File: config.mk
export PLATFORM = sky130hd
export DESIGN_NAME = analog_ladder_keypad_decoder
export DESIGN_NICKNAME = d
export VERILOG_FILES = /design/src/hw/rtl/akd_pkg.sv /design/src/hw/rtl/akd_div.sv /design/src/hw/rtl/analog_ladder_keypad_decoder.sv
export SDC_FILE = /design/constraint.sdc
export NUM_CORES = 1
export LEC_CHECK = 0
export BUFFER_PORTS_ARGS = -buffer_cell sky130_fd_sc_hd__buf_2
export CAP_MARGIN = 20
export CORE_MARGIN = 1
export CORE_UTILIZATION = 43
export CTS_BUF_LIST = sky130_fd_sc_hd__clkbuf_8
export DETAILED_ROUTE_END_ITERATION = 12
export SETUP_SLACK_MARGIN = 0.2
export SLEW_MARGIN = 40
export SYNTH_ARGS = -nofsm -noshare
export SYNTH_HDL_FRONTEND = slang
export SYNTH_SLANG_ARGS = --single-unit
File: constraint.sdc
create_clock -name clock -period 6.4 [get_ports clock]
set_input_delay 1.28 -clock clock [delete_from_list [all_inputs] [get_ports clock]]
set_output_delay 1.28 -clock clock [all_outputs]
set_load 0.02 [all_outputs]
File: src/hw/rtl/akd_pkg.sv
// ----------------------------------------------------------------------------
// Keypad decoder package
// Shared types, button codes, register indexes and reset values.
// ----------------------------------------------------------------------------
package akd_pkg;

   typedef logic [2:0] button_type;

   localparam button_type BTN_RIGHT  = 3'd0;
   localparam button_type BTN_UP     = 3'd1;
   localparam button_type BTN_DOWN   = 3'd2;
   localparam button_type BTN_LEFT   = 3'd3;
   localparam button_type BTN_SELECT = 3'd4;
   localparam button_type BTN_NONE   = 3'd5;

   localparam int SCALED_BITS = 10;
   localparam logic [SCALED_BITS-1:0] TEN_BIT_MAX = 10'd1023;

   localparam int CSR_INDEX_BITS = 3;
   localparam int CSR_DATA_BITS  = 16;

   localparam logic [CSR_INDEX_BITS-1:0] REG_FULL_SCALE = 3'd0;
   localparam logic [CSR_INDEX_BITS-1:0] REG_STABLE     = 3'd1;
   localparam logic [CSR_INDEX_BITS-1:0] REG_RIGHT      = 3'd2;
   localparam logic [CSR_INDEX_BITS-1:0] REG_UP         = 3'd3;
   localparam logic [CSR_INDEX_BITS-1:0] REG_DOWN       = 3'd4;
   localparam logic [CSR_INDEX_BITS-1:0] REG_LEFT       = 3'd5;
   localparam logic [CSR_INDEX_BITS-1:0] REG_SELECT     = 3'd6;

   localparam logic [15:0] RST_FULL_SCALE = 16'd4095;
   localparam logic [7:0]  RST_STABLE     = 8'd3;
   localparam logic [9:0]  RST_RIGHT      = 10'd80;
   localparam logic [9:0]  RST_UP         = 10'd200;
   localparam logic [9:0]  RST_DOWN       = 10'd400;
   localparam logic [9:0]  RST_LEFT       = 10'd600;
   localparam logic [9:0]  RST_SELECT     = 10'd800;

endpackage

File: src/hw/rtl/akd_div.sv
// ----------------------------------------------------------------------------
// Keypad decoder rescale divider
// Restoring divider, one quotient bit per cycle, eleven steps; a quotient
// above the ten-bit range saturates.
// ----------------------------------------------------------------------------
module akd_div #(
   parameter int NUM_BITS = 27
) (
   input  logic                               clock,
   input  logic                               reset,
   input  logic                               start,
   input  logic [NUM_BITS-1:0]                dividend,
   input  logic [15:0]                        divisor,
   output logic                               done,
   output logic [akd_pkg::SCALED_BITS-1:0]    quotient
);

   localparam int QUO_BITS = akd_pkg::SCALED_BITS + 1;
   localparam int DSR_BITS = 16 + akd_pkg::SCALED_BITS;
   localparam int WIDE     = (NUM_BITS > DSR_BITS) ? NUM_BITS : DSR_BITS + 1;

   logic [WIDE-1:0]     rem_ff, rem_in;
   logic [WIDE-1:0]     dsr_ff, dsr_in;
   logic [QUO_BITS-1:0] quo_ff, quo_in;
   logic [3:0]          step_ff, step_in;
   logic                busy_ff, busy_in;
   logic                done_ff, done_in;
   logic [15:0]         div_safe;

   assign div_safe = (divisor == 16'd0) ? 16'd1 : divisor;

   always_comb begin
      rem_in  = rem_ff;
      dsr_in  = dsr_ff;
      quo_in  = quo_ff;
      step_in = step_ff;
      busy_in = busy_ff;
      done_in = 1'b0;
      if (start) begin
         rem_in  = WIDE'(dividend);
         dsr_in  = WIDE'({div_safe, {akd_pkg::SCALED_BITS{1'b0}}});
         quo_in  = '0;
         step_in = 4'(QUO_BITS - 1);
         busy_in = 1'b1;
      end else if (busy_ff) begin
         if (rem_ff >= dsr_ff) begin
            rem_in = rem_ff - dsr_ff;
            quo_in = {quo_ff[QUO_BITS-2:0], 1'b1};
         end else begin
            quo_in = {quo_ff[QUO_BITS-2:0], 1'b0};
         end
         dsr_in  = dsr_ff >> 1;
         step_in = step_ff - 4'd1;
         if (step_ff == 4'd0) begin
            busy_in = 1'b0;
            done_in = 1'b1;
         end
      end
   end

   always_ff @(posedge clock) begin
      rem_ff  <= rem_in;
      dsr_ff  <= dsr_in;
      quo_ff  <= quo_in;
      step_ff <= step_in;
      if (reset) begin
         busy_ff <= 1'b0;
         done_ff <= 1'b0;
      end else begin
         busy_ff <= busy_in;
         done_ff <= done_in;
      end
   end

   assign done     = done_ff;
   assign quotient = quo_ff[QUO_BITS-1] ? akd_pkg::TEN_BIT_MAX
                                         : quo_ff[QUO_BITS-2:0];

endmodule

File: src/hw/rtl/analog_ladder_keypad_decoder.sv
// ----------------------------------------------------------------------------
// Analog ladder keypad decoder
// Rescales raw ladder samples to ten bits, decodes the button and debounces.
// ----------------------------------------------------------------------------
// Each accepted sample beat yields one result beat once the result side is
// ready. The scale state forms the rounded numerator and starts the
// restoring divider, which loads and then produces the eleven quotient bits
// one at a time; the saturated quotient is captured when the divider reports
// done. The decode state then decodes the button, updates the debouncer and
// loads the output register. One sample is in flight at a time.
// The next sample beat can be taken in the cycle after the result is
// registered. A stalled result holds the decode step and with it the
// input.
module analog_ladder_keypad_decoder #(
   parameter int SAMPLE_BITS = 16,
   parameter int COUNT_BITS  = 8
) (
   input  logic                                  clock,
   input  logic                                  reset,
   input  logic                                  req_tvalid,
   output logic                                  req_tready,
   // [15:0] raw_sample
   input  logic [15:0]                           req_tdata,
   output logic                                  rsp_tvalid,
   input  logic                                  rsp_tready,
   // [2:0] stable_button, [12:3] scaled_value, [15:13] zero
   output logic [15:0]                           rsp_tdata,
   input  logic                                  csr_wen,
   input  logic [akd_pkg::CSR_INDEX_BITS-1:0]    csr_index,
   input  logic [akd_pkg::CSR_DATA_BITS-1:0]     csr_wdata
);

   localparam int NUM_BITS = SAMPLE_BITS + 11;
   localparam int CMP_BITS = (COUNT_BITS > 8) ? COUNT_BITS : 8;

   localparam logic [1:0] ST_IDLE   = 2'd0;
   localparam logic [1:0] ST_SCALE  = 2'd1;
   localparam logic [1:0] ST_DIVIDE = 2'd2;
   localparam logic [1:0] ST_DECODE = 2'd3;

   logic [15:0] full_scale_ff;
   logic [7:0]  stable_ff;
   logic [9:0]  right_ff, up_ff, down_ff, left_ff, select_ff;

   logic [1:0]             state_ff;
   logic [SAMPLE_BITS-1:0] raw_ff;
   logic [NUM_BITS-1:0]    num_ff;
   logic                   start_ff;
   logic [9:0]             scaled_ff;
   logic                   div_done;
   logic [9:0]             div_quo;

   akd_pkg::button_type cand_ff, cand_in;
   akd_pkg::button_type stable_btn_ff, stable_btn_in;
   logic [COUNT_BITS-1:0] agree_ff, agree_in;
   akd_pkg::button_type cls;

   logic                  rsp_valid_ff;
   logic [15:0]           rsp_data_ff;
   logic                  out_free;

   always_ff @(posedge clock) begin
      if (reset) begin
         full_scale_ff <= akd_pkg::RST_FULL_SCALE;
         stable_ff     <= akd_pkg::RST_STABLE;
         right_ff      <= akd_pkg::RST_RIGHT;
         up_ff         <= akd_pkg::RST_UP;
         down_ff       <= akd_pkg::RST_DOWN;
         left_ff       <= akd_pkg::RST_LEFT;
         select_ff     <= akd_pkg::RST_SELECT;
      end else if (csr_wen) begin
         case (csr_index)
            akd_pkg::REG_FULL_SCALE: full_scale_ff <= csr_wdata;
            akd_pkg::REG_STABLE:     stable_ff     <= csr_wdata[7:0];
            akd_pkg::REG_RIGHT:      right_ff      <= csr_wdata[9:0];
            akd_pkg::REG_UP:         up_ff         <= csr_wdata[9:0];
            akd_pkg::REG_DOWN:       down_ff       <= csr_wdata[9:0];
            akd_pkg::REG_LEFT:       left_ff       <= csr_wdata[9:0];
            akd_pkg::REG_SELECT:     select_ff     <= csr_wdata[9:0];
            default: begin
            end
         endcase
      end
   end

   akd_div #(
      .NUM_BITS (NUM_BITS)
   ) u_div (
      .clock    (clock),
      .reset    (reset),
      .start    (start_ff),
      .dividend (num_ff),
      .divisor  (full_scale_ff),
      .done     (div_done),
      .quotient (div_quo)
   );

   always_comb begin
      if (scaled_ff <= right_ff) begin
         cls = akd_pkg::BTN_RIGHT;
      end else if (scaled_ff <= up_ff) begin
         cls = akd_pkg::BTN_UP;
      end else if (scaled_ff <= down_ff) begin
         cls = akd_pkg::BTN_DOWN;
      end else if (scaled_ff <= left_ff) begin
         cls = akd_pkg::BTN_LEFT;
      end else if (scaled_ff <= select_ff) begin
         cls = akd_pkg::BTN_SELECT;
      end else begin
         cls = akd_pkg::BTN_NONE;
      end
   end

   always_comb begin
      cand_in       = cand_ff;
      agree_in      = agree_ff;
      stable_btn_in = stable_btn_ff;
      if (cls != cand_ff) begin
         cand_in  = cls;
         agree_in = COUNT_BITS'(1);
      end else if ((CMP_BITS'(agree_ff) < CMP_BITS'(stable_ff)) && (agree_ff != '1)) begin
         agree_in = agree_ff + COUNT_BITS'(1);
      end
      if (CMP_BITS'(agree_in) >= CMP_BITS'(stable_ff)) begin
         stable_btn_in = cand_in;
      end
   end

   assign out_free   = !rsp_valid_ff || rsp_tready;
   assign req_tready = (state_ff == ST_IDLE);

   always_ff @(posedge clock) begin
      if (reset) begin
         state_ff      <= ST_IDLE;
         start_ff      <= 1'b0;
         rsp_valid_ff  <= 1'b0;
         cand_ff       <= akd_pkg::BTN_NONE;
         stable_btn_ff <= akd_pkg::BTN_NONE;
         agree_ff      <= '0;
      end else begin
         start_ff <= (state_ff == ST_SCALE);
         if ((state_ff == ST_DECODE) && out_free) begin
            rsp_valid_ff <= 1'b1;
         end else if (rsp_tready) begin
            rsp_valid_ff <= 1'b0;
         end
         case (state_ff)
            ST_IDLE: begin
               if (req_tvalid) begin
                  state_ff <= ST_SCALE;
               end
            end
            ST_SCALE: begin
               state_ff <= ST_DIVIDE;
            end
            ST_DIVIDE: begin
               if (div_done) begin
                  state_ff <= ST_DECODE;
               end
            end
            ST_DECODE: begin
               if (out_free) begin
                  cand_ff       <= cand_in;
                  agree_ff      <= agree_in;
                  stable_btn_ff <= stable_btn_in;
                  state_ff      <= ST_IDLE;
               end
            end
            default: begin
               state_ff <= ST_IDLE;
            end
         endcase
      end
   end

   always_ff @(posedge clock) begin
      if (req_tvalid && req_tready) begin
         raw_ff <= req_tdata[SAMPLE_BITS-1:0];
      end
      if (state_ff == ST_SCALE) begin
         num_ff <= NUM_BITS'({raw_ff, 10'd0}) - NUM_BITS'(raw_ff)
                   + NUM_BITS'(full_scale_ff[15:1]);
      end
      if (div_done) begin
         scaled_ff <= div_quo;
      end
      if (state_ff == ST_DECODE && out_free) begin
         rsp_data_ff <= {3'd0, scaled_ff, stable_btn_in};
      end
   end

   assign rsp_tvalid = rsp_valid_ff;
   assign rsp_tdata  = rsp_data_ff;

endmodule

== After elaboration in Yosys (flattened, before gate mapping) ==
Cells that the tools add are included.
W data, S select, Z words.

* $add $sub $neg: 5
* $lt $le $gt $ge: 8
* Eq/ne operators: 14
* Mux-type cells: 26
* Bitwise gates (word level): 1
* Reductions and logical operators: 23

{| class="wikitable"
|+ Operators with widths
! cell !! number
|-
| $mux W27 || 3
|-
| $mux W26 || 2
|-
| $le A10 B10 Y1 || 5
|-
| $add A27 B15 Y27 || 1
|-
| $ge A27 B26 Y1 || 1
|-
| $sub A26 B16 Y27 || 1
|-
| $sub A27 B26 Y27 || 1
|-
| $mux W3 || 6
|-
| $reduce_and A2 Y1 || 9
|-
| $logic_not A16 Y1 || 1
|-
| $mux W16 || 1
|-
| $mux W8 || 2
|-
| $eq A3 B3 Y1 const B || 3
|-
| $add A8 B1 Y8 const B || 1
|-
| $ge A8 B8 Y1 || 1
|-
| $lt A8 B8 Y1 || 1
|-
| $mux W1 || 8
|-
| $ne A8 B8 Y1 const B || 1
|-
| $pmux W2 S4 || 1
|-
| $eq A3 B2 Y1 const B || 2
|-
| $mux W2 || 3
|-
| $reduce_bool A2 Y1 || 3
|-
| $eq A2 B2 Y1 const B || 2
|-
| $logic_not A4 Y1 || 1
|-
| other kinds (14) || 17
|}

* Register bits after elaboration: 228

== Longest topological paths before layout ==
* Word-level depth: 10
* Depth in mapped cells: 21
* Mapped depth without buffers: 20

== Hierarchy ==
Synthesis repeated with hierarchy kept, for this count alone.

* Cells, all modules: 1424
* Area, all modules: 13255.2 sq um

{| class="wikitable"
|+ By module, submodules not included
! module !! instances !! cells an instance !! area each (sq um) !! sequential area each (sq um)
|-
| analog_ladder_keypad_decoder || 1 || 958 || 8888.5 || 3823.7
|-
| akd_div || 1 || 466 || 4366.7 || 1831.8
|}

== Worst setup path after synthesis ==
No wires, ideal clock.

* Path type: register to register
* Start point: register scaled_ff[7]
* End point: register rsp_data_ff[0] (netlist: rsp_tdata[0]), data pin
* Library setup time: 0.260 ns
* Arrival: 3.852 ns
* Data required time: 6.140 ns
* Setup slack: 2.288 ns
* Cell stages (with the launch flop): 20
* Path buffers: 1
* Clock period less this slack: 4.112 ns
* Path through: edfxtp_1 ha_1 a21o_1 a21o_1 a221oi_2 a32oi_1 and4_1 and3_4 o2111ai_2 buf_4 nor2_1 ha_1 nand2b_1 a21o_1 a21o_1 a21oi_1 nor2b_1 o21ai_0 a21oi_1 mux2_2

* Word-level cells in the longest chain between the ends: 10
* Elaborated cells between the ends (all ways): 15
* Classes of those cells: 6 x order compare; 1 x eq/ne; 8 x mux

{| class="wikitable"
|+ Ends and longest elaborated chain
! element !! line !! text
|-
| start: declaration || analog_ladder_keypad_decoder.sv:49 || <nowiki>logic [9:0] scaled_ff;</nowiki>
|-
| start signal: assignment || analog_ladder_keypad_decoder.sv:185 || <nowiki>scaled_ff <= div_quo;</nowiki>
|-
| $le A10 B10 Y1 || analog_ladder_keypad_decoder.sv:107 || <nowiki>end else if (scaled_ff <= select_ff) begin</nowiki>
|-
| $mux W1 || analog_ladder_keypad_decoder.sv:107 ||
|-
| $mux W3 || analog_ladder_keypad_decoder.sv:105 || <nowiki>end else if (scaled_ff <= left_ff) begin</nowiki>
|-
| $mux W3 || analog_ladder_keypad_decoder.sv:103 || <nowiki>end else if (scaled_ff <= down_ff) begin</nowiki>
|-
| $mux W3 || analog_ladder_keypad_decoder.sv:101 || <nowiki>end else if (scaled_ff <= up_ff) begin</nowiki>
|-
| $mux W3 * || analog_ladder_keypad_decoder.sv:99 || <nowiki>if (scaled_ff <= right_ff) begin</nowiki>
|-
| $ne A3 B3 Y1 || analog_ladder_keypad_decoder.sv:118 || <nowiki>if (cls != cand_ff) begin</nowiki>
|-
| $mux W8 || analog_ladder_keypad_decoder.sv:118 ||
|-
| $ge A8 B8 Y1 || analog_ladder_keypad_decoder.sv:124 || <nowiki>if (CMP_BITS'(agree_in) >= CMP_BITS'(stable_ff)) begin</nowiki>
|-
| $mux W3 * || analog_ladder_keypad_decoder.sv:124 ||
|-
| named net stable_btn_in[0] || analog_ladder_keypad_decoder.sv:54 || <nowiki>akd_pkg::button_type stable_btn_ff, stable_btn_in;</nowiki>
|-
| end signal: assignment || analog_ladder_keypad_decoder.sv:188 || <nowiki>rsp_data_ff <= {3'd0, scaled_ff, stable_btn_in};</nowiki>
|-
| end: declaration || analog_ladder_keypad_decoder.sv:59 || <nowiki>logic [15:0] rsp_data_ff;</nowiki>
|}

The timed path passes the listed nets; every way through them passes the cells marked *.
A chain may end at the register's enable or synchronous reset.

== Final worst setup path ==
* Start point: register scaled_ff[9]
* End point: register rsp_data_ff[1] (netlist: rsp_tdata[1]), data pin

Same word-level chain as after synthesis.

==> key figures <==
Worst hold path
  – Hold Path Class: register to register
  – Hold Startpoint: scaled_ff[0]

Global routing
  – GRT Overall Usage: 21.6%
  – Antenna violations before repair: 0
  – GRT Residual Overflow: 0
  – Global-route wire length before repair: between 50 and 60 mm
  – Vias in the first global route: 9557
  – Largest net degree at the start of global routing: 77

Cells and area
  – Layout cells sized above 1: 11.2%
  – FF/Latch Area: roughly 5700 sq um
  – Nets: about 1600
  – Multi-input gate area: 6760 sq um
  – Final antenna diode count: 0
  – Fillers: about 2900
  – Layout overhead on the synthesized area: 11.4%

Routing
  – Post-Route WL: roughly 33 mm
  – Antenna Nets Post-Route: 0
  – 1st-iter DRT viols: 691
  – DR pass1 iterations: 5
  – Routed vias/inst: roughly 5.4
  – Vias: 10100
  – Wire per inst: roughly 18 microns
  – DRC: 0

Timing
  – Final Hold Viols: 0
  – Worst setup margin: 1.60 ns
  – Rel. slew slack: 43.6%
  – RSZ-0062 raised after global routing: no
  – Max-slew violation count: 0
  – Endpoints failing setup: 0
  – Fmax: 208 MHz
  – Worst Tran Pin Value: 0.842 ns
  – Setup_tns: 0 ns
  – Clock Skews: 0.0219 ns
  – Min cycle time layout: slightly below 5 ns
  – Period utilization: 75.1%

Place
  – GP Congestion: 0.888
  – DP Wirelength: 24.1 mm
  – PortBufs: 54
  – Setup WS pre-CTS: 1.61 ns

Clocking
  – CTS Hold Bufs: 0
  – Max clock buf depth: 3
  – Clk slew on worst S/H paths: 0.06 ns
  – Htree depth: 2
  – Clock sink count: 228
  – Post-CTS Setup Bufs: 0
  – CTS buffer count: between 40 and 50
  – Root Buffer Master: clkbuf_8
  – PostCTS Resize Cnt: 0
  – CTS tree: yes
  – Skew-Pair Late Insertion Delay: 0.56 ns

Worst setup path
  – Worst-path maximum fanout: 13
  – Critical path endpoint category: register
  – Worst setup path startpoint: scaled_ff[9]
  – Arrival @ worst endpoint: 5.10 ns
  – Crit Path Class: register to register
  – WP data required: 6.70 ns
  – Reg2Reg Launch Point: scaled_ff[9]
  – Critical Path Source Type: register

Power
  – Clock power share: ~23%
  – Combinational Power Share: 40.4%
  – Sw frac: 37.5%
  – Reg power frac: a little over a third
  – Leakage power: 0.00605 uW
  – Pwr dens: roughly 400 nW/um^2
  – P_int: 3690 uW
  – NetSw: 2210 uW
  – Peak VDD IR: 0.195 mV

Die
  – Placeable Area: 29800 sq um
  – Initial Utilization: 44.0%
  – Std cell rows: 63
  – Chip height: 177 microns
  – Die W: around 180 microns
  – I/O Pins: slightly below 60
  – DIE AREA: 31200 sq um

Run
  – Max-cap violations: 0

Yosys
  – Post-synthesis cell count: 1400
  – #FFs+latches synth: 228
  – Post-synth EDFFs: 109
  – Seq/Total Area, Yosys: between 40% and 50%
  – Synth Cell Area: 13100 sq um
  – Yosys Warn Count: 0
  – Mapped Avg Cell Area: ~9.4 sq um
  – Top FF cell, synth: dfxtp_1
  – Async SR Flop Fraction: 0%
  – Synth cell types: 72

Status
  – Status: completed
critical path, stage by stage (launching register included):
cell	delay (ns)
edfxtp_1	0.52
ha_1	0.38
nand4_1	0.14
nor3_2	0.28
a221oi_2	0.09
a32oi_2	0.36
and4_1	0.35
and3_4	0.21
o2111ai_2	0.39
nor2_1	0.23
ha_1	0.24
nand2b_1	0.14
a21o_1	0.18
a21o_1	0.17
a21oi_1	0.15
nor2b_1	0.06
o21ai_0	0.21
a21oi_1	0.16
mux2_2	0.29
power groups by stage:
stage / logic, uW / clock network [uW] / registers, uW
floorplan: 1800 / 0 / 2130
global placement: 2320 / 0 / 2190
detailed placement: 2360 / 0 / 2190
CTS: 2380 / 1390 / 2160
global route: 2670 / 1460 / 2190
finish: 2390 / 1360 / 2160
layout make-up:
| type | instances | area share [%] |
|---|---|---|
| timing repair buffer | 61 | 2.24 |
| multi-input combinational | 983 | 46.3 |
| inverter | 145 | 3.73 |
| tap | 390 | 3.34 |
| clock inverter | 26 | 0.806 |
| clock buffer | 51 | 4.81 |
| sequential | 228 | 38.8 |
kinds of logic after synthesis:
family / synth area share (%)
compound gates: 16.1
xor+xnor: 3.34
fa+ha+maj: 13.8
buf+inv: 5.65
flops: 43.2
mux: 2.51
other cells: 0.0286
simple gates: 15.4
metrics by stage:
step | utilization [%] | cell area (sq um) | hold WS (ns) | power [uW] | cells
after detailed placement | 46.2 | 13800 | 0.438 | 4550 | 1807
after CTS | 48.9 | 14600 | 0.448 | 5930 | 1884
after floorplan | - | 13100 | 0.426 | 3940 | 1402
after global routing | 49.0 | 14600 | 0.467 | 6330 | 1884
after global placement | 46.1 | 13700 | 0.433 | 4500 | 1806
final | 49.0 | 14600 | 0.443 | 5910 | 1884
layout by cell type, fill, tap and decap left out, drive strengths merged, types with 7 or more instances in the layout:
cell type / netlist / final
or2: 16 / 16
edfxtp: 109 / 109
buf: 11 / 61
nand2: 206 / 206
nor4: 10 / 10
mux2: 7 / 7
o21ai: 54 / 54
o21a: 12 / 12
nand2b: 17 / 17
inv: 143 / 152
nor2b: 17 / 17
a21oi: 103 / 103
xnor2: 31 / 31
nor2: 74 / 74
a22o: 12 / 12
clkbuf: 35 / 51
and3: 12 / 12
nand3: 35 / 35
dfxtp: 119 / 119
a21o: 37 / 37
xor2: 19 / 19
mux2i: 25 / 25
o31ai: 10 / 10
nor3: 17 / 17
o211ai: 26 / 26
clkinv: 2 / 18
fa: 7 / 7
a211oi: 9 / 9
nand4: 15 / 15
ha: 133 / 133
per-layer routing:
layer,vias up,global-route usage (%),part of all wire [%]
li1,5069,-,-
met1,4746,31.5,50
met2,266,31.8,42
met3,48,4.59,6.1
met4,0,6.36,2.3
met5,-,0,0
state kept, by name (all words and copies together), names as in the netlist, 11 cells and up:
register	flops
full_scale_ff	16
u_div.quo_ff	11
num_ff	27
u_div.dsr_ff	26
rsp_tdata	13
raw_ff	16
u_div.rem_ff	27
path summary, 6_finish.rpt:
path | end | slack (ns) | cells after the start
setup / recovery | rsp_tdata[1] | 1.60 | 18
hold / removal | rsp_tdata[3] | 0.44 | 0
setup reg to reg | rsp_tdata[1] | 1.60 | 18
hold reg to reg | rsp_tdata[3] | 0.44 | 0
Yosys cell counts (4+ instances only):
cell type / n / area share (%)
nor4_1: 10 / 0.48
a21oi_1: 103 / 3.9
fa_1: 7 / 1.1
nor3_1: 15 / 0.57
edfxtp_1: 109 / 25
and3_1: 11 / 0.53
a21boi_0: 5 / 0.29
xor2_1: 19 / 1.3
dfxtp_1: 119 / 18
clkbuf_1: 35 / 1.0
o21bai_1: 5 / 0.29
o211ai_1: 26 / 1.5
a21o_1: 37 / 2.1
nand2_1: 206 / 5.9
a31oi_1: 5 / 0.24
inv_1: 143 / 4.1
mux2_2: 7 / 0.60
nand4_1: 15 / 0.72
ha_1: 133 / 13
nand3_1: 35 / 1.3
nand2b_1: 17 / 0.81
or2_2: 16 / 0.76
o21a_1: 12 / 0.69
xnor2_1: 31 / 2.1
a211oi_1: 9 / 0.52
buf_4: 4 / 0.23
mux2i_1: 25 / 1.9
or3_1: 5 / 0.24
nor2_1: 74 / 2.1
a221o_1: 4 / 0.31
o21ai_0: 52 / 2.0
and2_1: 5 / 0.24
buf_1: 5 / 0.14
nor2b_1: 17 / 0.81
a22o_1: 12 / 0.80
o31ai_1: 10 / 0.57
Power figures use the tool's default switching activity.
